### src/hdl/mp_pkg.sv
// ----------------------------------------------------------------------------
// mp_pkg
// shared constants, codes and types of the matrix power block
// ----------------------------------------------------------------------------
package mp_pkg;

  localparam int DEF_MAX_DIM   = 8;
  localparam int DEF_FRAC_BITS = 16;

  localparam int VALUE_W     = 32;
  localparam int IDX_FIELD_W = 3;
  localparam int DIM_REG_W   = 4;
  localparam int EXP_W       = 8;
  localparam int CFG_IDX_W   = 2;
  localparam int CFG_DATA_W  = 8;
  localparam int ACC_W       = 64;

  // configuration register indexes
  localparam logic [CFG_IDX_W-1:0] CFG_ROW_COUNT = 2'd0;
  localparam logic [CFG_IDX_W-1:0] CFG_COL_COUNT = 2'd1;
  localparam logic [CFG_IDX_W-1:0] CFG_EXPONENT  = 2'd2;

  // request opcodes
  localparam logic OP_LOAD    = 1'b0;
  localparam logic OP_COMPUTE = 1'b1;

  // accumulator saturation bounds
  localparam logic signed [ACC_W-1:0] ACC_HI = 64'sh3FFF_FFFF_FFFF_FFFF;
  localparam logic signed [ACC_W-1:0] ACC_LO = -ACC_HI - 64'sd1;

  // last value of the drain counter between the last issue of a pass and the first read of the next
  localparam logic [2:0] DRAIN_LAST = 3'd3;

  typedef enum logic [2:0] {
    ST_IDLE,
    ST_MUL,
    ST_DRAIN,
    ST_EMIT_RD,
    ST_EMIT_WR
  } mp_state_e;

  typedef struct packed {
    logic valid;
    logic first;
    logic last;
  } mac_ctl_t;

  typedef struct packed {
    logic load;
    logic last;
  } emit_ctl_t;

endpackage

### src/hdl/mp_mac.sv
// ----------------------------------------------------------------------------
// mp_mac
// shared multiply-accumulate unit with saturation and fixed-point rescale
// ----------------------------------------------------------------------------
module mp_mac import mp_pkg::*; #(
  parameter int AW        = 6,
  parameter int FRAC_BITS = DEF_FRAC_BITS
) (
  input  logic                      clk_i,
  input  logic                      rst_ni,
  input  mac_ctl_t                  ctl_i,
  input  logic [AW-1:0]             waddr_i,
  input  logic signed [VALUE_W-1:0] a_i,
  input  logic signed [VALUE_W-1:0] b_i,
  output logic                      wr_en_o,
  output logic [AW-1:0]             wr_addr_o,
  output logic [VALUE_W-1:0]        wr_data_o
);

  mac_ctl_t                  ctl_p_q, ctl_a_q;
  logic [AW-1:0]             addr_p_q, addr_a_q;
  logic signed [ACC_W-1:0]   p_d, p_q;
  logic signed [ACC_W-1:0]   sum, acc_d, acc_q;
  logic signed [ACC_W-1:0]   scaled;
  logic [ACC_W-VALUE_W:0]    upper;

  assign p_d = a_i * b_i;

  // wide add, then clamp to the accumulator range
  always_comb begin
    sum = (ctl_p_q.first ? '0 : acc_q) + p_q;
    if (sum > ACC_HI) begin
      acc_d = ACC_HI;
    end else if (sum < ACC_LO) begin
      acc_d = ACC_LO;
    end else begin
      acc_d = sum;
    end
  end

  always_ff @(posedge clk_i or negedge rst_ni) begin
    if (!rst_ni) begin
      ctl_p_q <= '0;
      ctl_a_q <= '0;
    end else begin
      ctl_p_q <= ctl_i;
      ctl_a_q <= ctl_p_q;
    end
  end

  always_ff @(posedge clk_i) begin
    p_q      <= p_d;
    addr_p_q <= waddr_i;
    addr_a_q <= addr_p_q;
    if (ctl_p_q.valid) begin
      acc_q <= acc_d;
    end
  end

  // floor shift, then saturate to 32 bits
  always_comb begin
    scaled = acc_q >>> FRAC_BITS;
    upper  = scaled[ACC_W-1:VALUE_W-1];
    if ((&upper) || !(|upper)) begin
      wr_data_o = scaled[VALUE_W-1:0];
    end else if (scaled[ACC_W-1]) begin
      wr_data_o = 32'h8000_0000;
    end else begin
      wr_data_o = 32'h7FFF_FFFF;
    end
  end

  assign wr_en_o   = ctl_a_q.valid && ctl_a_q.last;
  assign wr_addr_o = addr_a_q;

endmodule

### config.mk
export PLATFORM = sky130hd
export DESIGN_NAME = mp_mac
export DESIGN_NICKNAME = d
export VERILOG_FILES = /design/src/hdl/mp_pkg.sv /design/src/hdl/mp_mac.sv
export SDC_FILE = /design/constraint.sdc
export NUM_CORES = 2
export LEC_CHECK = 0
export ABC_AREA = 1
export BUFFER_PORTS_ARGS = -buffer_cell sky130_fd_sc_hd__buf_2
export CAP_MARGIN = 5
export CORE_ASPECT_RATIO = 1.5
export CORE_MARGIN = 4
export CORE_UTILIZATION = 48
export CTS_BUF_LIST = sky130_fd_sc_hd__clkbuf_16
export CTS_CLUSTER_DIAMETER = 50
export CTS_CLUSTER_SIZE = 12
export DETAILED_ROUTE_END_ITERATION = 8
export MAX_ROUTING_LAYER = met4
export PLACE_DENSITY = 0.63
export SLEW_MARGIN = 20
export SYNTH_ARGS = -nofsm -noshare
export SYNTH_HDL_FRONTEND = slang
export SYNTH_SLANG_ARGS = --single-unit
### constraint.sdc
create_clock -name clk_i -period 3.5 [get_ports clk_i]
set_input_delay 0.35 -clock clk_i [delete_from_list [all_inputs] [get_ports clk_i]]
set_output_delay 0.35 -clock clk_i [all_outputs]
set_load 0.05 [all_outputs]
[Word-level counts from Yosys, hierarchy flattened]
Index checks and enable logic that the tools add are counted.
Word-level totals
  flip-flop bits (word level): 145
Cells by class
  multiply operators: 1
  $lt $le $gt $ge: 2
  muxes and demuxes: 4
  reduce and logical (&&, ||, !) cells: 5
  add/sub/neg operators: 1
Operators by type and width (count)
  $mux W64: 2
  $add A64 B64 Y64: 1
  $gt A64 B63 Y1 const B: 1
  $lt A64 B63 Y1 const B: 1
  $mul A32 B32 Y64: 1
  $mux W32: 2
  $reduce_and A17 Y1: 1
  $reduce_or A17 Y1: 1
  $logic_and A1 B1 Y1: 1
  $logic_not A1 Y1: 1
  $logic_or A1 B1 Y1: 1

[Logic depth before layout (Yosys ltp)]
  word-level depth: 4
  depth in mapped cells: 30

[Worst setup path after synthesis]
Ideal clock, no wire load.
  path type: input port to flip-flop
  from: in a_i[31]
  to: reg p_q[63]
  arrival time: 7.096 ns
  required time: 3.388 ns
  setup slack: -3.709 ns
  library setup time: 0.112 ns
  cell stages on the path: 27
  path buffers: 1
  cell sequence: clkbuf_1 nand2_1 inv_1 fa_1 inv_1 fa_1 inv_1 fa_1 fa_1 inv_1 fa_1 inv_1 fa_1 inv_1 fa_1 inv_1 fa_1 ha_1 nand2_1 nor2_1 inv_1 nor2_1 inv_1 nor4_1 a21oi_1 nand2_1 nand2_1
Between the ends
  word-level cells in the longest chain between the ends: 1
Ends and longest elaborated chain
  start, declared: RTL line mp_mac.sv:13  | input logic signed [VALUE_W-1:0] a_i,
  $mul A32 B32 Y64: RTL line mp_mac.sv:27  | assign p_d = a_i * b_i;
  net p_d[63]: RTL line mp_mac.sv:22  | logic signed [ACC_W-1:0] p_d, p_q;
  end signal, assigned: RTL line mp_mac.sv:52  | p_q <= p_d;
  end, declared: RTL line mp_mac.sv:22
The timed path passes the listed nets, and every way through them passes these cells.
A chain may end at the register's enable or synchronous reset.

[Worst setup path after layout]
  from: in a_i[31]
  to: reg p_q[48]
Same word-level chain as after synthesis.

==> qor.csv <==
metric;value;unit
setup_ws;-3.10;ns
clock_latency;0.47;ns
r2r-start;ctl_p_q[1];
hold_viol;0;
ys_top_cells_by_count;inv_1, nand2_1, fa_1;
fillers;8606;
grt-ovfl-total;0;
final-seq-area;0.00357;mm²
cp_data_arrival_time;6.94;ns
ys_types;41;
async_reset_ff_frac;0.0345;
grt_usage;0.326;
synth_top_area_share;0.450;
path_class;in -> reg;
drt-wirelength-per-cell;19.9;µm
wirelength;168000;µm
clock-sinks;145;
clockBufferDepth;2;
synthesis.instances;6367;
violations;negative setup slack;
drv_cap;0;
avgSynthCellArea;7.57;µm²
r2r_end;acc_q[11];
drt_iter0_markers;2527;
rrSetupSlack;0.16;ns
fin_util;0.632;
chipWidth;267;µm
end_kind;flip-flop;
ant_nets;0;
synth.area.top_cells;fa_1, inv_1, nand2_1, ha_1, edfxtp_1;
slowest_stage;fa_2;
min_period;6.60;ns
grt_util_met1;0.345;
grt_util_met2;0.593;
clk_pin_slew;0.06;ns
grt_busiest_layer;met2;
worst_slew_pin_slew;0.667;ns
grt_pass1_vias;46400;
drv_slew;0;
numCtsBuffers;17;
netlist.top_cell.by_area;fa_1;
fin_nets;8542;
core_area;0.0999;mm²
drtPass1Iterations;6;
viasPerCell;5.06;
synth-edff-count;64;
cts_root_buf;clkbuf_16;
status;finished, violations left;
postPlaceCellArea;0.0566;mm²
cpMostUsedCell;inv_2;
period_share;1.88;
rsz0062_at_grt;yes;
yosysSeqAreaShare;0.0740;
num_vias;42700;
drc_errors;0;
max_stage_delay;0.65;ns
grt_use_met3;0.0246;
portBuffers;113;
crit_fanout;8;
clock_skew;0.0165;ns
area.growth.synth_to_final;30.8;%
final_cells;8446;
hp-class;in -> async;
setup_viol;58;
rows;142;
placed_cells;8211;
dpl.hpwl;142000;µm
place_congestion;0.988;
dieArea;0.106;mm²
grt_pass1_wl;256000;µm
multiInputGateArea;0.0408;mm²
ys.flop_type;dfxtp_1;
yosysMostFrequentCell;inv_1;
fin_area;0.0631;mm²
syn_nets;7772;
ios;114;
chipHeight;396;µm
path_delay_family;adder cells;
drive_gt1_frac;0.256;
antennaDiodeCount;0;
syn_area;0.0482;mm²
critPathBufInv;8;
fmax;0.152;GHz
start_util;0.483;
required;3.84;ns
relSlewSlack;0.555;
cts_tree;done;
grt_max_degree;53;
yosysWarnings;0;
antenna_found_initial;0;
ys_seq_elements;145;
cp-start-kind;input port;
reg2regPathDepth;16;
ctsHtreeMaxLevel;4;
## registers in the layout, summed over array words and instances (netlist names)
name and count:
acc_q 64, p_q 64, ctl_a_q 2, ctl_p_q 3
wr_addr_o 6, addr_p_q 6
## logic make-up (layout without fill, tap and decap cells)
| family | count (synthesis) | in the layout | synth area share |
|---|---|---|---|
| and+or+nand+nor | 2370 | 2370 | 0.193 |
| buffers and inverters | 2118 | 2901 | 0.166 |
| adders and majority gates | 1330 | 1330 | 0.514 |
| AOI/OAI and AO/OA | 305 | 305 | 0.0350 |
| DFF | 145 | 145 | 0.0740 |
| xor gates and xnor gates | 99 | 99 | 0.0180 |
## layout make-up
type | instances | share of cell area
clock inverter | 14 | 0.00222
inverter | 1900 | 0.114
tap | 1296 | 0.0257
sequential | 145 | 0.0566
timing repair buffer | 969 | 0.147
clock buffer | 18 | 0.00714
multi-input combinational | 4104 | 0.647
## per-stage QoR
step                      hold slack [ns]  setup TNS (ns)  worst slack, ns
after global routing                0.237         -158.28            -3.18
after detailed placement            0.167         -189.00            -3.92
after CTS                           0.208         -150.01            -3.11
final                               0.242         -149.86            -3.10
after floorplan                    0.0544         -132.49            -3.06
after global placement              0.164         -186.39            -3.86
## how the worst max path moves through the flow
stage,from,end,depth (start not counted)
floorplan,a_i[31],p_q[62],25
global placement,a_i[28],p_q[50],24
detailed placement,a_i[28],p_q[50],24
CTS,a_i[13],p_q[48],28
global route,a_i[9],p_q[48],25
finish,a_i[31],p_q[48],25
## worst reg2reg max path, delay by kind of cell (launching register included)
kind | cells | cell delay (ns)
compound gates | 2 | 0.48
fa+ha+maj | 1 | 0.36
buf+inv | 4 | 0.80
flops | 1 | 0.43
simple gates | 9 | 1.03
## repair_timing
item / CTS / global route
endpoints found under the setup margin: 59 / 110
gates resized for setup: 504 / 629
hold buffers: 10 / 0
setup buffers: 93 / 102
hold endpoints to repair: 14 / 0
gates cloned: 2 / 13
pin swaps: 206 / 365
## cells in the final DEF, fill, tap and decap left out, types with 104 or more instances in the layout
| cell | count |
|---|---|
| fa_1 | 979 |
| inv_2 | 146 |
| buf_6 | 149 |
| fa_2 | 104 |
| buf_4 | 606 |
| nand2_1 | 1664 |
| ha_1 | 169 |
| inv_1 | 1739 |
| nor2_1 | 220 |
## metal layers
layer,part of all wire,routed length (µm),vias to the layer above
li1,-,-,19500
met1,0.35,58400,21200
met2,0.52,88300,1323
met3,0.040,6760,654
met4,0.088,14900,0
met5,0,0,-
Power is not shown: default switching activity piles up to over one toggle a cycle in this logic, so the estimate is an artifact.
