<file path="src/hdl/mp_pkg.sv">
// ----------------------------------------------------------------------------
// mp_pkg
// shared constants, codes and types of the matrix power block
// ----------------------------------------------------------------------------
package mp_pkg;

  localparam int DEF_MAX_DIM   = 8;
  localparam int DEF_FRAC_BITS = 16;

  localparam int VALUE_W     = 32;
  localparam int IDX_FIELD_W = 3;
  localparam int DIM_REG_W   = 4;
  localparam int EXP_W       = 8;
  localparam int CFG_IDX_W   = 2;
  localparam int CFG_DATA_W  = 8;
  localparam int ACC_W       = 64;

  // configuration register indexes
  localparam logic [CFG_IDX_W-1:0] CFG_ROW_COUNT = 2'd0;
  localparam logic [CFG_IDX_W-1:0] CFG_COL_COUNT = 2'd1;
  localparam logic [CFG_IDX_W-1:0] CFG_EXPONENT  = 2'd2;

  // request opcodes
  localparam logic OP_LOAD    = 1'b0;
  localparam logic OP_COMPUTE = 1'b1;

  // accumulator saturation bounds
  localparam logic signed [ACC_W-1:0] ACC_HI = 64'sh3FFF_FFFF_FFFF_FFFF;
  localparam logic signed [ACC_W-1:0] ACC_LO = -ACC_HI - 64'sd1;

  // last value of the drain counter between the last issue of a pass and the first read of the next
  localparam logic [2:0] DRAIN_LAST = 3'd3;

  typedef enum logic [2:0] {
    ST_IDLE,
    ST_MUL,
    ST_DRAIN,
    ST_EMIT_RD,
    ST_EMIT_WR
  } mp_state_e;

  typedef struct packed {
    logic valid;
    logic first;
    logic last;
  } mac_ctl_t;

  typedef struct packed {
    logic load;
    logic last;
  } emit_ctl_t;

endpackage

</file>
<file path="src/hdl/mp_ctrl.sv">
// ----------------------------------------------------------------------------
// mp_ctrl
// sequencer: multiply passes over the shared unit, then result emission
// ----------------------------------------------------------------------------
module mp_ctrl import mp_pkg::*; #(
  parameter int MAX_DIM = DEF_MAX_DIM,
  parameter int IDX_W   = (MAX_DIM > 1) ? $clog2(MAX_DIM) : 1,
  parameter int CNT_W   = $clog2(MAX_DIM + 1),
  parameter int AW      = (MAX_DIM > 1) ? $clog2(MAX_DIM * MAX_DIM) : 1
) (
  input  logic             clk_i,
  input  logic             rst_ni,
  input  logic             start_i,
  input  logic             square_i,
  input  logic [CNT_W-1:0] rows_i,
  input  logic [CNT_W-1:0] cols_i,
  input  logic [EXP_W-1:0] exponent_i,
  input  logic             out_free_i,
  output logic             busy_o,
  output mac_ctl_t         mac_o,
  output logic [AW-1:0]    waddr_o,
  output logic [AW-1:0]    addr_a_o,
  output logic [AW-1:0]    addr_b_o,
  output logic             first_pass_o,
  output logic             cur_o,
  output emit_ctl_t        emit_o,
  output logic [IDX_W-1:0] row_o,
  output logic [IDX_W-1:0] col_o
);

  mp_state_e        state_d, state_q;
  logic [IDX_W-1:0] i_d, i_q, j_d, j_q, k_d, k_q;
  logic [EXP_W-1:0] e_d, e_q;
  logic [2:0]       drain_d, drain_q;
  logic             first_d, first_q, cur_d, cur_q;
  logic             j_last, k_last_n, i_last, k_last_c, pass_done, emit_done, drain_done;

  function automatic logic [AW-1:0] addr_of(input logic [IDX_W-1:0] r,
                                            input logic [IDX_W-1:0] c);
    return AW'(32'(r) * MAX_DIM + 32'(c));
  endfunction

  assign j_last     = CNT_W'(j_q) == (rows_i - 1'b1);
  assign k_last_n   = CNT_W'(k_q) == (rows_i - 1'b1);
  assign i_last     = CNT_W'(i_q) == (rows_i - 1'b1);
  assign k_last_c   = CNT_W'(k_q) == (cols_i - 1'b1);
  assign pass_done  = j_last && k_last_n && i_last;
  assign emit_done  = i_last && k_last_c;
  assign drain_done = drain_q == DRAIN_LAST;

  // next state
  always_comb begin
    state_d = state_q;
    case (state_q)
      ST_IDLE: begin
        if (start_i) begin
          state_d = (square_i && exponent_i >= 8'd2) ? ST_MUL : ST_EMIT_RD;
        end
      end
      ST_MUL: begin
        if (pass_done) begin
          state_d = ST_DRAIN;
        end
      end
      ST_DRAIN: begin
        if (drain_done) begin
          state_d = (e_q == 8'd1) ? ST_EMIT_RD : ST_MUL;
        end
      end
      ST_EMIT_RD: state_d = ST_EMIT_WR;
      ST_EMIT_WR: begin
        if (out_free_i) begin
          state_d = emit_done ? ST_IDLE : ST_EMIT_RD;
        end
      end
      default: state_d = ST_IDLE;
    endcase
  end

  // counters and outputs
  always_comb begin
    i_d     = i_q;
    j_d     = j_q;
    k_d     = k_q;
    e_d     = e_q;
    drain_d = drain_q;
    first_d = first_q;
    cur_d   = cur_q;
    mac_o   = '0;
    emit_o  = '0;
    case (state_q)
      ST_IDLE: begin
        if (start_i) begin
          i_d     = '0;
          j_d     = '0;
          k_d     = '0;
          e_d     = exponent_i - 8'd1;
          first_d = 1'b1;
        end
      end
      ST_MUL: begin
        mac_o.valid = 1'b1;
        mac_o.first = (j_q == '0);
        mac_o.last  = j_last;
        drain_d     = '0;
        if (!j_last) begin
          j_d = j_q + 1'b1;
        end else begin
          j_d = '0;
          if (!k_last_n) begin
            k_d = k_q + 1'b1;
          end else begin
            k_d = '0;
            i_d = i_last ? '0 : i_q + 1'b1;
          end
        end
      end
      ST_DRAIN: begin
        drain_d = drain_q + 3'd1;
        if (drain_done) begin
          cur_d   = !cur_q;
          first_d = 1'b0;
          e_d     = e_q - 8'd1;
        end
      end
      ST_EMIT_RD: ;
      ST_EMIT_WR: begin
        if (out_free_i) begin
          emit_o.load = 1'b1;
          emit_o.last = emit_done;
          if (!k_last_c) begin
            k_d = k_q + 1'b1;
          end else begin
            k_d = '0;
            i_d = i_q + 1'b1;
          end
        end
      end
      default: ;
    endcase
  end

  always_ff @(posedge clk_i or negedge rst_ni) begin
    if (!rst_ni) begin
      state_q <= ST_IDLE;
      i_q     <= '0;
      j_q     <= '0;
      k_q     <= '0;
      e_q     <= '0;
      drain_q <= '0;
      first_q <= 1'b0;
      cur_q   <= 1'b0;
    end else begin
      state_q <= state_d;
      i_q     <= i_d;
      j_q     <= j_d;
      k_q     <= k_d;
      e_q     <= e_d;
      drain_q <= drain_d;
      first_q <= first_d;
      cur_q   <= cur_d;
    end
  end

  assign busy_o       = state_q != ST_IDLE;
  assign waddr_o      = addr_of(i_q, k_q);
  assign addr_a_o     = (state_q == ST_MUL) ? addr_of(i_q, j_q) : addr_of(i_q, k_q);
  assign addr_b_o     = addr_of(j_q, k_q);
  assign first_pass_o = first_q;
  assign cur_o        = cur_q;
  assign row_o        = i_q;
  assign col_o        = k_q;

endmodule

</file>
<file path="config.mk">
export PLATFORM = sky130hd
export DESIGN_NAME = mp_ctrl
export DESIGN_NICKNAME = d
export VERILOG_FILES = /design/src/hdl/mp_pkg.sv /design/src/hdl/mp_ctrl.sv
export SDC_FILE = /design/constraint.sdc
export NUM_CORES = 1
export LEC_CHECK = 0
export BUFFER_PORTS_ARGS = -buffer_cell sky130_fd_sc_hd__buf_2
export CORE_MARGIN = 2
export CORE_UTILIZATION = 35
export CTS_CLUSTER_DIAMETER = 30
export DETAILED_ROUTE_END_ITERATION = 6
export PLACE_DENSITY_LB_ADDON = 0.15
export SYNTH_ARGS = -nofsm -noshare
export SYNTH_HDL_FRONTEND = slang
export SYNTH_SLANG_ARGS = --single-unit
</file>
<file path="constraint.sdc">
create_clock -name clk_i -period 2.5 [get_ports clk_i]
set_clock_uncertainty 0.1 [all_clocks]
set_input_delay 0.25 -clock clk_i [delete_from_list [all_inputs] [get_ports clk_i]]
set_output_delay 0.25 -clock clk_i [all_outputs]
set_load 0.02 [all_outputs]
</file>
Yosys cells after proc, flatten, opt, wreduce, memory -nomap -nowiden
Index checks and enable logic that the tools add are counted.

Bits in registers: 25. Input bits: 21. Output and inout bits: 32. Logic and storage cells: 88.

Add/subtract/negate cells: 11. Order comparisons: 1. Equality and inequality tests: 17. Mux-type cells: 33. Reductions and logical operators: 18.

Operators by type and width (number): $mux W3 (16); $add A6 B3 Y6 (3); $pmux W3 S3 (2); $eq A3 B4 Y1 (4); $mux W8 (2); $pmux W8 S2 (1); $sub A8 B1 Y8 const B (2); $pmux W3 S5 (1); $ne A2 B2 Y1 const B (7); $add A3 B1 Y3 const B (4); $pmux W3 S2 (2); $mux W2 (5); $eq A3 B2 Y1 const B (3); $eq A8 B1 Y1 const B (1); $ge A8 B2 Y1 const B (1); $reduce_and A4 Y1 (2); $sub A4 B1 Y4 const B (2); $logic_not A3 Y1 (2); $mux W6 (1); $reduce_and A6 Y1 (1); $reduce_bool A2 Y1 (3); $reduce_bool A3 Y1 (2); $logic_and A1 B1 Y1 (4); $reduce_and A2 Y1 (2); 6 further kinds (7).

Depth between registers and ports, before layout
Gate-level depths: netlist of the first run.

Word-level depth: 6. Depth in mapped cells: 9. Depth with buffers taken out: 8.

Least setup slack after synthesis of the first run
Ideal clock, no wire load.

Kind: in2reg. From: input port rows_i[0]. To: register i_q[2], in the netlist row_o[2]. Library setup time: 0.118 ns. Data arrival time: 1.936 ns. Required time: 2.282 ns. Slack: 0.346 ns. Stages: 9. Buffers on the path: 1. Cell sequence: buf_6 > inv_1 > ha_1 > xnor3_1 > nand3_2 > o31ai_4 > o211ai_4 > o21bai_1 > a21o_1.

Cells in the longest elaborated chain, start to end: 6. Elaborated cells on any way between the ends: 11. Classes of those cells: add/sub (1); eq/ne (5); mux (4); reduce/logical (1).

RTL lines: start, declared (line mp_ctrl.sv:15) `input logic [CNT_W-1:0] rows_i,`; $sub A4 B1 Y4 (*) (line mp_ctrl.sv:43, mp_ctrl.sv:44, mp_ctrl.sv:45); $eq A3 B4 Y1 (line mp_ctrl.sv:45) `assign i_last = CNT_W'(i_q) == (rows_i - 1'b1);`; $mux W3 (line mp_ctrl.sv:114) `i_d = i_last ? '0 : i_q + 1'b1;`; $mux W3 (line mp_ctrl.sv:110) `if (!k_last_n) begin`; $mux W3 (line mp_ctrl.sv:106) `if (!j_last) begin`; $pmux W3 S3 (line mp_ctrl.sv:91) `case (state_q)`; end signal, assigned (line mp_ctrl.sv:155) `i_q <= i_d;`; end, declared (line mp_ctrl.sv:32) `logic [IDX_W-1:0] i_d, i_q, j_d, j_q, k_d, k_q;`.

Every way passes the cells marked *; elsewhere a longest branch is shown, timed or not. The select of a mux whose other input is x is not followed. A chain may end at the register's enable or synchronous reset.

==> results of run 1 <==
-- power by group --
group / internal [mW] / total [mW] / switching [mW]
logic: 0.637 / 1.60 / 0.966
clock network: 0.114 / 0.245 / 0.131
registers: 0.560 / 0.799 / 0.239
total: 1.31 / 2.65 / 1.34
-- kinds of logic (layout without fill, tap and decap cells) --
| family | count (synthesis) | count (layout) | share of synthesized area |
|---|---|---|---|
| AO/OA/AOI/OAI | 58 | 58 | 0.204 |
| XOR/XNOR | 21 | 21 | 0.109 |
| adder cells (fa/ha/maj) | 12 | 12 | 0.0721 |
| buffers and inverters | 35 | 78 | 0.101 |
| flip-flops | 25 | 25 | 0.300 |
| multiplexers | 1 | 1 | 0.00541 |
| AND/OR/NAND/NOR | 89 | 89 | 0.208 |
-- area by class of cell --
type	count	share of cell area
inverter	15	0.0236
tap	75	0.0393
sequential	25	0.262
multi-input combinational	181	0.524
clock buffer	4	0.0189
timing repair buffer	59	0.132
-- metal layers --
| layer | wire length [um] | part of all wire | GRT usage | up-vias |
|---|---|---|---|---|
| met1 | 2380 | 0.49 | 0.214 | 834 |
| li1 | - | - | - | 917 |
| met5 | 0 | 0 | 0 | - |
| met2 | 2310 | 0.47 | 0.267 | 44 |
| met3 | 172 | 0.035 | 0.0178 | 2 |
| met4 | 27 | 0.0055 | 0.0305 | 0 |
-- stage by stage --
stage / instance area (um^2) / power, mW
CTS: 2380 / 2.68
detailed placement: 2330 / 2.42
global route: 2390 / 2.89
finish: 2390 / 2.65
floorplan: 2080 / 2.05
global placement: 2330 / 2.41
-- Yosys cell counts (3+ instances only) --
cell type and number:
sky130_fd_sc_hd__a21o_1 3, sky130_fd_sc_hd__a21oi_1 9, sky130_fd_sc_hd__a22o_1 3, sky130_fd_sc_hd__and2_1 4, sky130_fd_sc_hd__buf_4 12, sky130_fd_sc_hd__buf_6 3, sky130_fd_sc_hd__clkbuf_1 3, sky130_fd_sc_hd__dfrtp_1 25
sky130_fd_sc_hd__ha_1 12, sky130_fd_sc_hd__inv_1 14, sky130_fd_sc_hd__nand2_1 24, sky130_fd_sc_hd__nand2b_1 4, sky130_fd_sc_hd__nand3_1 5, sky130_fd_sc_hd__nor2_1 26, sky130_fd_sc_hd__nor3_1 12, sky130_fd_sc_hd__nor3b_1 3
sky130_fd_sc_hd__nor4b_1 3, sky130_fd_sc_hd__o21ai_0 18, sky130_fd_sc_hd__o22a_1 3, sky130_fd_sc_hd__xnor2_1 11, sky130_fd_sc_hd__xor2_1 7
-- state kept, by name (all words and copies together), names as in the netlist --
register and cells:
state_q 3, j_q 3, first_pass_o 1, cur_o 1, e_q 8, row_o 3, col_o 3, drain_q 3
-- cells in the final DEF (no fill, tap or decap), drive strengths merged, types with 6 or more instances in the layout --
master	instances
xor2	7
dfrtp	25
nand2	25
o21ai	18
buf	58
nor3	13
nand3	6
a21oi	9
xnor2	11
inv	14
nor2	26
ha	12
-- worst min path at each step --
stage                    start                      to  cells past startpoint
finish              out_free_i  state_q[2]$_DFFE_PN0P_                      2
global route        out_free_i  state_q[2]$_DFFE_PN0P_                      2
CTS                 out_free_i  state_q[2]$_DFFE_PN0P_                      2
detailed placement      rst_ni    row_o[1]$_DFFE_PN0P_                      1
global placement        rst_ni    row_o[1]$_DFFE_PN0P_                      1
floorplan               rst_ni    col_o[0]$_DFFE_PN0P_                      0
-- timing repair --
item	4_1_cts	5_1_grt
hold buffers	1	0
gates resized for setup	0	1
endpoints found under the hold margin	25	0
endpoints found under the setup margin	0	1
==> impl_metrics.yaml, run 1 <==
critical_path:
  critical_path.reg2reg.startpoint: "col_o[2]$_DFFE_PN0P_"
  cp-startpoint: "row_o[2]$_DFFE_PN0P_"
  worst-r2r-cell-count: 6
  timing_worst_setup_path_type: "register to output port"
  cp_top_family: "simple AND/OR/NAND/NOR gates"
  path_depth: 6
  critPathRequiredTime_ns: 2.15
  reg2reg_to: "row_o[2]$_DFFE_PN0P_"
  worst_ep_arrival_time_ns: 1.94
  worst-r2r-setup-slack_ns: 0.50
  worstSetupEndpointType: "output port"
  worstSetupStartpointType: "register"
  slowest_delay_ns: 0.45
  cp_num_buf_inv: 1
  setup.worst_path.end: "emit_o[0]"
  critical_path.max_fanout: 6
  slowest_stage_cell_crit_path: "sky130_fd_sc_hd__dfrtp_1"
  critical_path_cell_by_cell: "xnor2_1 -> nor4b_1 -> o211ai_1 -> nor3_2 -> and2_1 -> buf_2"
drt:
  antenna_violating_nets_post_route: 0
  drt-wirelength-per-cell_um: 13.6
  post_drt_via_cell_ratio: 5.01
  drcViolationCount: 0
  detail_route.wirelength_um: 4890
  initial_detailed_routing_violation_count: 126
  drt_first_pass_iters: 4
  detailroute.via_count: 1797
pwr:
  power_leakage_nw: 1.15
  power_density_nw_per_um2: 1110
  vdd_ir_drop_max_mv: 0.364
floorplan:
  die_area_um2: 6590
  i_o_pins: 53
  core-area_um2: 5850
  floorplan.die.height_um: 81.2
  fp.dieW_um: 81.2
  initial_util: 0.356
  fp-row-count: 28
min_path:
  timing.hold.worst.class: "input port to register"
sta:
  report.final.hold_viol_count: 0
  final_period_minus_worst_setup_slack_ns: 2.29
  worst-slew-pin-transition_ns: 0.603
  max_freq_ghz: 0.437
  timing.setup.tns_ns: 0
  setup_slack_ns: 0.213
  timing.final.crit_share: 0.915
  setup_viol: 0
  report.final.slew_viol_count: 0
  grt_setup_unrepaired: "no"
  slew-limit-headroom: 0.598
  hold_slack_ns: 0.111
finish:
  nFillCells: 612
  final_layout_size_suffix_gt1_frac: 0.250
  areaGrowthSynthToFinish_pct: 14.7
  stdcell_count: 359
  final_net_count: 318
  post-route-util: 0.408
  antenna-diode-count: 0
  area_used_by_multi_input_combinational_logic_um2: 1250
  ff_latch_area_um2: 626
clock_network:
  tritoncts_num_sinks: 25
  cts_max_path_buffers: 2
  post-cts-setup-buffers: 0
  clock_insertion_delay_worst_skew_ns: 0.27
  cts.root.buffer_cell: "sky130_fd_sc_hd__clkbuf_8"
  clk_pin_slew_worst_paths_ns: 0.09
  htreeDepth: 1
  clock_tree_from_tritoncts: "yes"
  cts_buffers: 3
placed_design:
  gp_congestion: 0.763
  detailed_place_hpwl_um: 3840
  placedCellCount: 354
  place_worst_setup_slack_ns: 0.180
  port-buffer-count: 52
logic_synthesis:
  ys_ff_latch: 25
  synthesis.nets: 274
  mappedNetlistArea_um2: 2080
  cell_count_after_synthesis: 241
  synth.lib_cells_used.distinct: 49
  synth_enable_flop_cells: 0
  ys_async_sr_fraction: 1.00
  yosys_warnings: 0
  yosys.area.top_type: "sky130_fd_sc_hd__dfrtp_1"
  syn-mean-instance-area_um2: 8.64
  synth_top_area_frac: 0.300
  synth-seq-area-share: 0.300
  synth.area.top_cells: "sky130_fd_sc_hd__dfrtp_1 (30%), sky130_fd_sc_hd__ha_1 (7.2%), sky130_fd_sc_hd__nor2_1 (4.7%)"
  ys_dominant_reg_cell: "sky130_fd_sc_hd__dfrtp_1"
global_route:
  initial_antenna_violation_count: 0
  via_count_of_the_first_global_routing_pass: 1695
  grt_start_max_net_pins: 26
  grt.overflow.total: 0
  groute.usage.overall: 0.156
  global_route_wire_length_before_repair_um: 8030
outcome:
  outcome: "finished clean"
flow_run:
  max_cap_violations: 0
(Power assumes the default switching activity.)
==> inputs of run 2 (changes only) <==
CTS_BUF_LIST = sky130_fd_sc_hd__clkbuf_16   (was not set)
==> run 2 against run 1 <==
  * Combinational power is essentially flat
  * Maximum frequency grew 0.98%
  * Design area grew 1.4%
  * Worst setup slack gained 0.022 ns
  * Non-clock buffer count is the same
  * Clock-buffer cell count shrank 1
  * Die area is the same
==> impl_metrics.yaml, run 2 (same netlist as run 1, synthesis figures left out) <==
min_path:
  timing.hold.worst.class: "input port to register"
  worstHoldPathCells: 2
  worstHoldEndpoint: "state_q[2]$_DFFE_PN0P_"
  hp-start: "out_free_i"
drt:
  detailroute.via_count: 1818
  drcViolationCount: 0
  initial_detailed_routing_violation_count: 135
  detail_route.wirelength_um: 4880
  drt-wirelength-per-cell_um: 13.6
  post_drt_via_cell_ratio: 5.06
  drt_first_pass_iters: 4
  antenna_violating_nets_post_route: 0
pwr:
  vdd_ir_drop_max_mv: 0.399
  power_density_nw_per_um2: 1140
  power_leakage_nw: 1.17
critical_path:
  reg2reg_to: "row_o[2]$_DFFE_PN0P_"
  worstSetupStartpointType: "register"
  worst_ep_arrival_time_ns: 1.91
  critPathRequiredTime_ns: 2.15
  worst-r2r-setup-slack_ns: 0.50
  worst-r2r-cell-count: 6
  worstSetupEndpointType: "output port"
  cp_top_family: "simple AND/OR/NAND/NOR gates"
  critical_path_cell_by_cell: "xnor2_1 -> nor4b_1 -> o211ai_1 -> nor3_2 -> and2_1 -> buf_2"
  slowest_stage_cell_crit_path: "sky130_fd_sc_hd__dfrtp_1"
  slowest_delay_ns: 0.44
  critical_path.max_fanout: 6
  critical_path.reg2reg.startpoint: "col_o[2]$_DFFE_PN0P_"
  timing_worst_setup_path_type: "register to output port"
  cp_num_buf_inv: 1
finish:
  ff_latch_area_um2: 626
  final_net_count: 318
  stdcell_count: 359
  areaGrowthSynthToFinish_pct: 16.3
  area_used_by_multi_input_combinational_logic_um2: 1250
  antenna-diode-count: 0
  mostFrequentLayoutCells: "sky130_fd_sc_hd__buf_2 (52), sky130_fd_sc_hd__nor2_1 (26), sky130_fd_sc_hd__dfrtp_1 (25), sky130_fd_sc_hd__nand2_1 (24), sky130_fd_sc_hd__o21ai_0 (18)"
  most_common_library_cell_in_the_layout_ignoring_fill_and_taps: "sky130_fd_sc_hd__buf_2"
  final_layout_size_suffix_gt1_frac: 0.250
  largest-register: "e_q"
  largest_register_ffs: 8
  nFillCells: 607
  post-route-util: 0.414
flow_run:
  max_cap_violations: 0
floorplan:
  i_o_pins: 53
  floorplan.die.height_um: 81.2
  die_area_um2: 6590
  initial_util: 0.356
  fp-row-count: 28
  core-area_um2: 5850
  fp.dieW_um: 81.2
clock_network:
  htreeDepth: 1
  clock_insertion_delay_worst_skew_ns: 0.26
  clk_pin_slew_worst_paths_ns: 0.06
  cts_buffers: 3
  cts.root.buffer_cell: "sky130_fd_sc_hd__clkbuf_16"
  post-cts-setup-buffers: 0
  clock_tree_from_tritoncts: "yes"
  tritoncts_num_sinks: 25
  cts_max_path_buffers: 2
sta:
  worst-slew-pin-transition_ns: 0.605
  max_freq_ghz: 0.442
  timing.final.crit_share: 0.906
  setup_slack_ns: 0.235
  final_period_minus_worst_setup_slack_ns: 2.26
  report.final.hold_viol_count: 0
  timing.setup.tns_ns: 0
  hold_slack_ns: 0.126
  setup_viol: 0
  report.final.slew_viol_count: 0
  slew-limit-headroom: 0.596
  grt_setup_unrepaired: "no"
placed_design:
  port-buffer-count: 52
  place_worst_setup_slack_ns: 0.180
  detailed_place_hpwl_um: 3840
  gp_congestion: 0.763
  placedCellCount: 354
outcome:
  outcome: "finished clean"
global_route:
  grt.overflow.total: 0
  via_count_of_the_first_global_routing_pass: 1689
  grt_start_max_net_pins: 26
  global_route_wire_length_before_repair_um: 8050
  groute.usage.overall: 0.158
  initial_antenna_violation_count: 0
-- run 2: cell types whose count changed in the layout (fill, tap and decap cells not counted), sizes merged --
cell    change
clkbuf      -1
inv         +1
-- run 2: area by class of cell --
cell class | instances | area share
well taps | 75 | 0.0387
clock inverters | 1 | 0.00155
clock buffers | 3 | 0.0310
multi-input cells | 181 | 0.517
flip-flops and latches | 25 | 0.258
repair buffers | 59 | 0.130
inverters | 15 | 0.0232
-- run 2: routing by layer --
metal  track usage  vias up  wire length [um]
met2         0.264       46              2280
met4        0.0407        0                50
li1              -      918                 -
met5             0        -                 0
met1         0.216      849              2360
met3        0.0178        5               188
-- run 2: power by group --
group | internal [mW] | switching (mW)
Combinational | 0.637 | 0.963
Sequential | 0.561 | 0.236
Clock | 0.214 | 0.147
Total | 1.41 | 1.35
-- run 2: through the flow --
stage / area, um^2 / power [mW]
3_3_place_gp: 2330 / 2.41
3_5_place_dp: 2330 / 2.42
2_1_floorplan: 2080 / 2.05
5_1_grt: 2420 / 3.01
6_report: 2420 / 2.76
4_1_cts: 2420 / 2.80
-- run 2: worst reg2reg max path, delay by kind of cell, from the launching register on --
family,cells,cell delay (ns)
and+or+nand+nor,2,0.49
DFF,1,0.47
AOI/OAI and AO/OA,3,0.53
xor gates and xnor gates,1,0.31
-- run 2: worst max-delay path by stage --
stage / from / end / slack [ns] / depth (start not counted)
6_report: row_o[2]$_DFFE_PN0P_ / emit_o[0] / 0.24 / 6
5_1_grt: row_o[2]$_DFFE_PN0P_ / emit_o[0] / 0.03 / 6
4_1_cts: row_o[2]$_DFFE_PN0P_ / emit_o[0] / 0.13 / 6
3_5_place_dp: rows_i[1] / row_o[2]$_DFFE_PN0P_ / 0.18 / 9
3_3_place_gp: rows_i[1] / emit_o[0] / 0.20 / 9
2_1_floorplan: rows_i[0] / row_o[2]$_DFFE_PN0P_ / 0.35 / 9
-- run 2: what timing repair did --
item / 4_1_cts / 5_1_grt
gates resized for setup: 0 / 1
endpoints found under the setup margin: 0 / 1
hold buffers: 1 / 0
endpoints found under the hold margin: 25 / 0
==> inputs of run 3 (changes only) <==
ABC_AREA = 1   (was not set)
CTS_CLUSTER_SIZE = 28   (was not set)
==> run 3 against run 2 <==
  * Clock-buffer cell count did not move
  * Combinational power rose by 9%
  * Global-route usage fell by 0.48 points
  * Register-to-register slack improved by 0.17 ns
  * Hold slack improved by 0.066 ns
  * Synthesized cell count rose by 38%
  * Sequential power fell by 5.8%
  * Largest power group unchanged
==> impl_metrics.yaml, run 3 <==
pwr:
  p_sw_mw: 1.48
  netSwitchingFraction: 0.518
  power_frac_clock: 0.129
  power_density_nw_per_um2: 1110
  gate_power_share: 0.608
  internal-power_mw: 1.38
  vdd_ir_drop_max_mv: 0.426
  seq_power_share: 0.262
  power_leakage_nw: 1.46
drt:
  post_drt_via_cell_ratio: 4.63
  drt_first_pass_iters: 4
  detail_route.wirelength_um: 5170
  initial_detailed_routing_violation_count: 75
  drcViolationCount: 0
  detailroute.via_count: 2090
  antenna_violating_nets_post_route: 0
  drt-wirelength-per-cell_um: 11.5
logic_synthesis:
  mappedNetlistArea_um2: 2260
  ys_async_sr_fraction: 1.00
  synth.area.top_cells: "sky130_fd_sc_hd__dfrtp_1 (28%), sky130_fd_sc_hd__nand2_1 (17%), sky130_fd_sc_hd__ha_1 (6.7%)"
  synth.lib_cells_used.distinct: 33
  yosys_warnings: 0
  synthesis.nets: 366
  synth_top_area_frac: 0.277
  syn-mean-instance-area_um2: 6.78
  yosys.area.top_type: "sky130_fd_sc_hd__dfrtp_1"
  synth.most_common_cell: "sky130_fd_sc_hd__nand2_1"
  cell_count_after_synthesis: 333
  synth_enable_flop_cells: 0
  ys_dominant_reg_cell: "sky130_fd_sc_hd__dfrtp_1"
  yosys-top-cells-count: "sky130_fd_sc_hd__nand2_1 (101), sky130_fd_sc_hd__inv_1 (39), sky130_fd_sc_hd__nand3_1 (27), sky130_fd_sc_hd__dfrtp_1 (25), sky130_fd_sc_hd__nor2_1 (24)"
  synth-seq-area-share: 0.277
  ys_ff_latch: 25
global_route:
  groute.usage.overall: 0.153
  grt_start_max_net_pins: 26
  via_count_of_the_first_global_routing_pass: 1918
  grt.overflow.total: 0
  initial_antenna_violation_count: 0
  global_route_wire_length_before_repair_um: 8960
finish:
  largest_register_ffs: 8
  nFillCells: 682
  final_layout_size_suffix_gt1_frac: 0.241
  antenna-diode-count: 0
  mostFrequentLayoutCells: "sky130_fd_sc_hd__nand2_1 (101), sky130_fd_sc_hd__buf_2 (52), sky130_fd_sc_hd__inv_1 (39), sky130_fd_sc_hd__nand3_1 (27), sky130_fd_sc_hd__dfrtp_1 (25)"
  stdcell_count: 451
  largest-register: "e_q"
  areaGrowthSynthToFinish_pct: 14.3
  final_net_count: 408
  layout.cell_area.non_filler_um2: 2580
  most_common_library_cell_in_the_layout_ignoring_fill_and_taps: "sky130_fd_sc_hd__nand2_1"
sta:
  timing.setup.tns_ns: 0
  worst-slew-pin-transition_ns: 0.618
  report.final.slew_viol_count: 0
  timing.final.crit_share: 0.808
  slew-limit-headroom: 0.588
  final_period_minus_worst_setup_slack_ns: 2.02
  report.final.hold_viol_count: 0
  setup_viol: 0
  grt_setup_unrepaired: "no"
  max_freq_ghz: 0.495
clock_network:
  clk_pin_slew_worst_paths_ns: 0.07
  cts.root.buffer_cell: "sky130_fd_sc_hd__clkbuf_16"
  htreeDepth: 1
  cts_buffers: 3
  post-cts-setup-buffers: 0
  cts_resized: 0
  clock_insertion_delay_worst_skew_ns: 0.26
  cts_max_path_buffers: 2
  post_cts_hold_buffer_count: 1
  tritoncts_num_sinks: 25
  clock_tree_from_tritoncts: "yes"
placed_design:
  port-buffer-count: 52
  dpl-instance-area_um2: 2490
  detailed_place_hpwl_um: 4150
  gp_congestion: 0.816
  placedCellCount: 446
critical_path:
  critPathRequiredTime_ns: 2.15
  worst-r2r-cell-count: 10
  cp-startpoint: "row_o[0]$_DFFE_PN0P_"
  worst_ep_arrival_time_ns: 1.67
  critical_path.max_fanout: 7
  timing_worst_setup_path_type: "register to output port"
  reg2reg_to: "state_q[0]$_DFFE_PN0P_"
  worstSetupStartpointType: "register"
  worstSetupEndpointType: "output port"
  worst-r2r-setup-slack_ns: 0.67
  critical_path.reg2reg.startpoint: "state_q[2]$_DFFE_PN0P_"
floorplan:
  core-area_um2: 6280
  die_area_um2: 7110
  fp.dieW_um: 84.3
  fp-row-count: 29
  i_o_pins: 53
  floorplan.die.height_um: 84.3
  initial_util: 0.360
outcome:
  outcome: "finished clean"
min_path:
  worstHoldPathCells: 4
  worstHoldEndpoint: "e_q[0]$_DFFE_PN0P_"
  hp-start: "exponent_i[0]"
  timing.hold.worst.class: "input port to register"
flow_run:
  max_cap_violations: 0
-- run 3: cell type report --
| type | count | area, um^2 | share of cell area |
|---|---|---|---|
| tap | 77 | 96.3 | 0.0373 |
| clock buffer | 3 | 75.1 | 0.0291 |
| multi-input combinational | 240 | 1310 | 0.506 |
| sequential | 25 | 626 | 0.242 |
| timing repair buffer | 54 | 278 | 0.108 |
| clock inverter | 1 | 7.51 | 0.00291 |
| inverter | 51 | 191 | 0.0742 |
-- run 3: worst max-delay path by stage --
stage / depth (start not counted) / endpoint
floorplan: 10 / emit_o[0]
global placement: 12 / emit_o[0]
detailed placement: 12 / emit_o[0]
CTS: 9 / emit_o[0]
global route: 9 / emit_o[0]
finish: 9 / emit_o[0]
-- run 3: power groups by stage --
stage | sequential [mW] | clock [mW] | combinational, mW
2_1_floorplan | 0.776 | 0 | 1.39
3_3_place_gp | 0.758 | 0 | 1.75
3_5_place_dp | 0.760 | 0 | 1.76
4_1_cts | 0.755 | 0.381 | 1.77
5_1_grt | 0.784 | 0.399 | 1.98
6_report | 0.751 | 0.369 | 1.74
-- run 3: critical path, cell delays in order, from the launching register on --
cell and delay (ns):
sky130_fd_sc_hd__dfrtp_1 0.47, sky130_fd_sc_hd__inv_1 0.09, sky130_fd_sc_hd__nand2_1 0.07, sky130_fd_sc_hd__nand2_1 0.06
sky130_fd_sc_hd__nor2_1 0.09, sky130_fd_sc_hd__nand3_1 0.13, sky130_fd_sc_hd__inv_1 0.11, sky130_fd_sc_hd__nand2_1 0.07
sky130_fd_sc_hd__nor3_1 0.12, sky130_fd_sc_hd__buf_2 0.19
-- run 3: stage by stage --
step | power (mW) | hold WS (ns) | utilization | setup slack [ns]
6_report | 2.86 | 0.192 | 0.411 | 0.481
2_1_floorplan | 2.16 | -0.146 | - | 0.615
5_1_grt | 3.16 | 0.214 | 0.411 | 0.289
3_5_place_dp | 2.52 | 0.207 | 0.396 | 0.481
3_3_place_gp | 2.51 | 0.205 | 0.396 | 0.506
4_1_cts | 2.90 | 0.196 | 0.411 | 0.469
-- run 3: layer usage --
metal | part of all wire | track usage
met5 | 0 | 0
met4 | 0.014 | 0.0425
met3 | 0.041 | 0.0226
met2 | 0.46 | 0.257
met1 | 0.49 | 0.205
-- run 3: cells by family after synthesis --
| logic type | share of synthesized area |
|---|---|
| flops | 0.277 |
| compound gates | 0.0915 |
| simple gates | 0.370 |
| buf+inv | 0.144 |
| xor+xnor | 0.0504 |
| fa+ha+maj | 0.0665 |
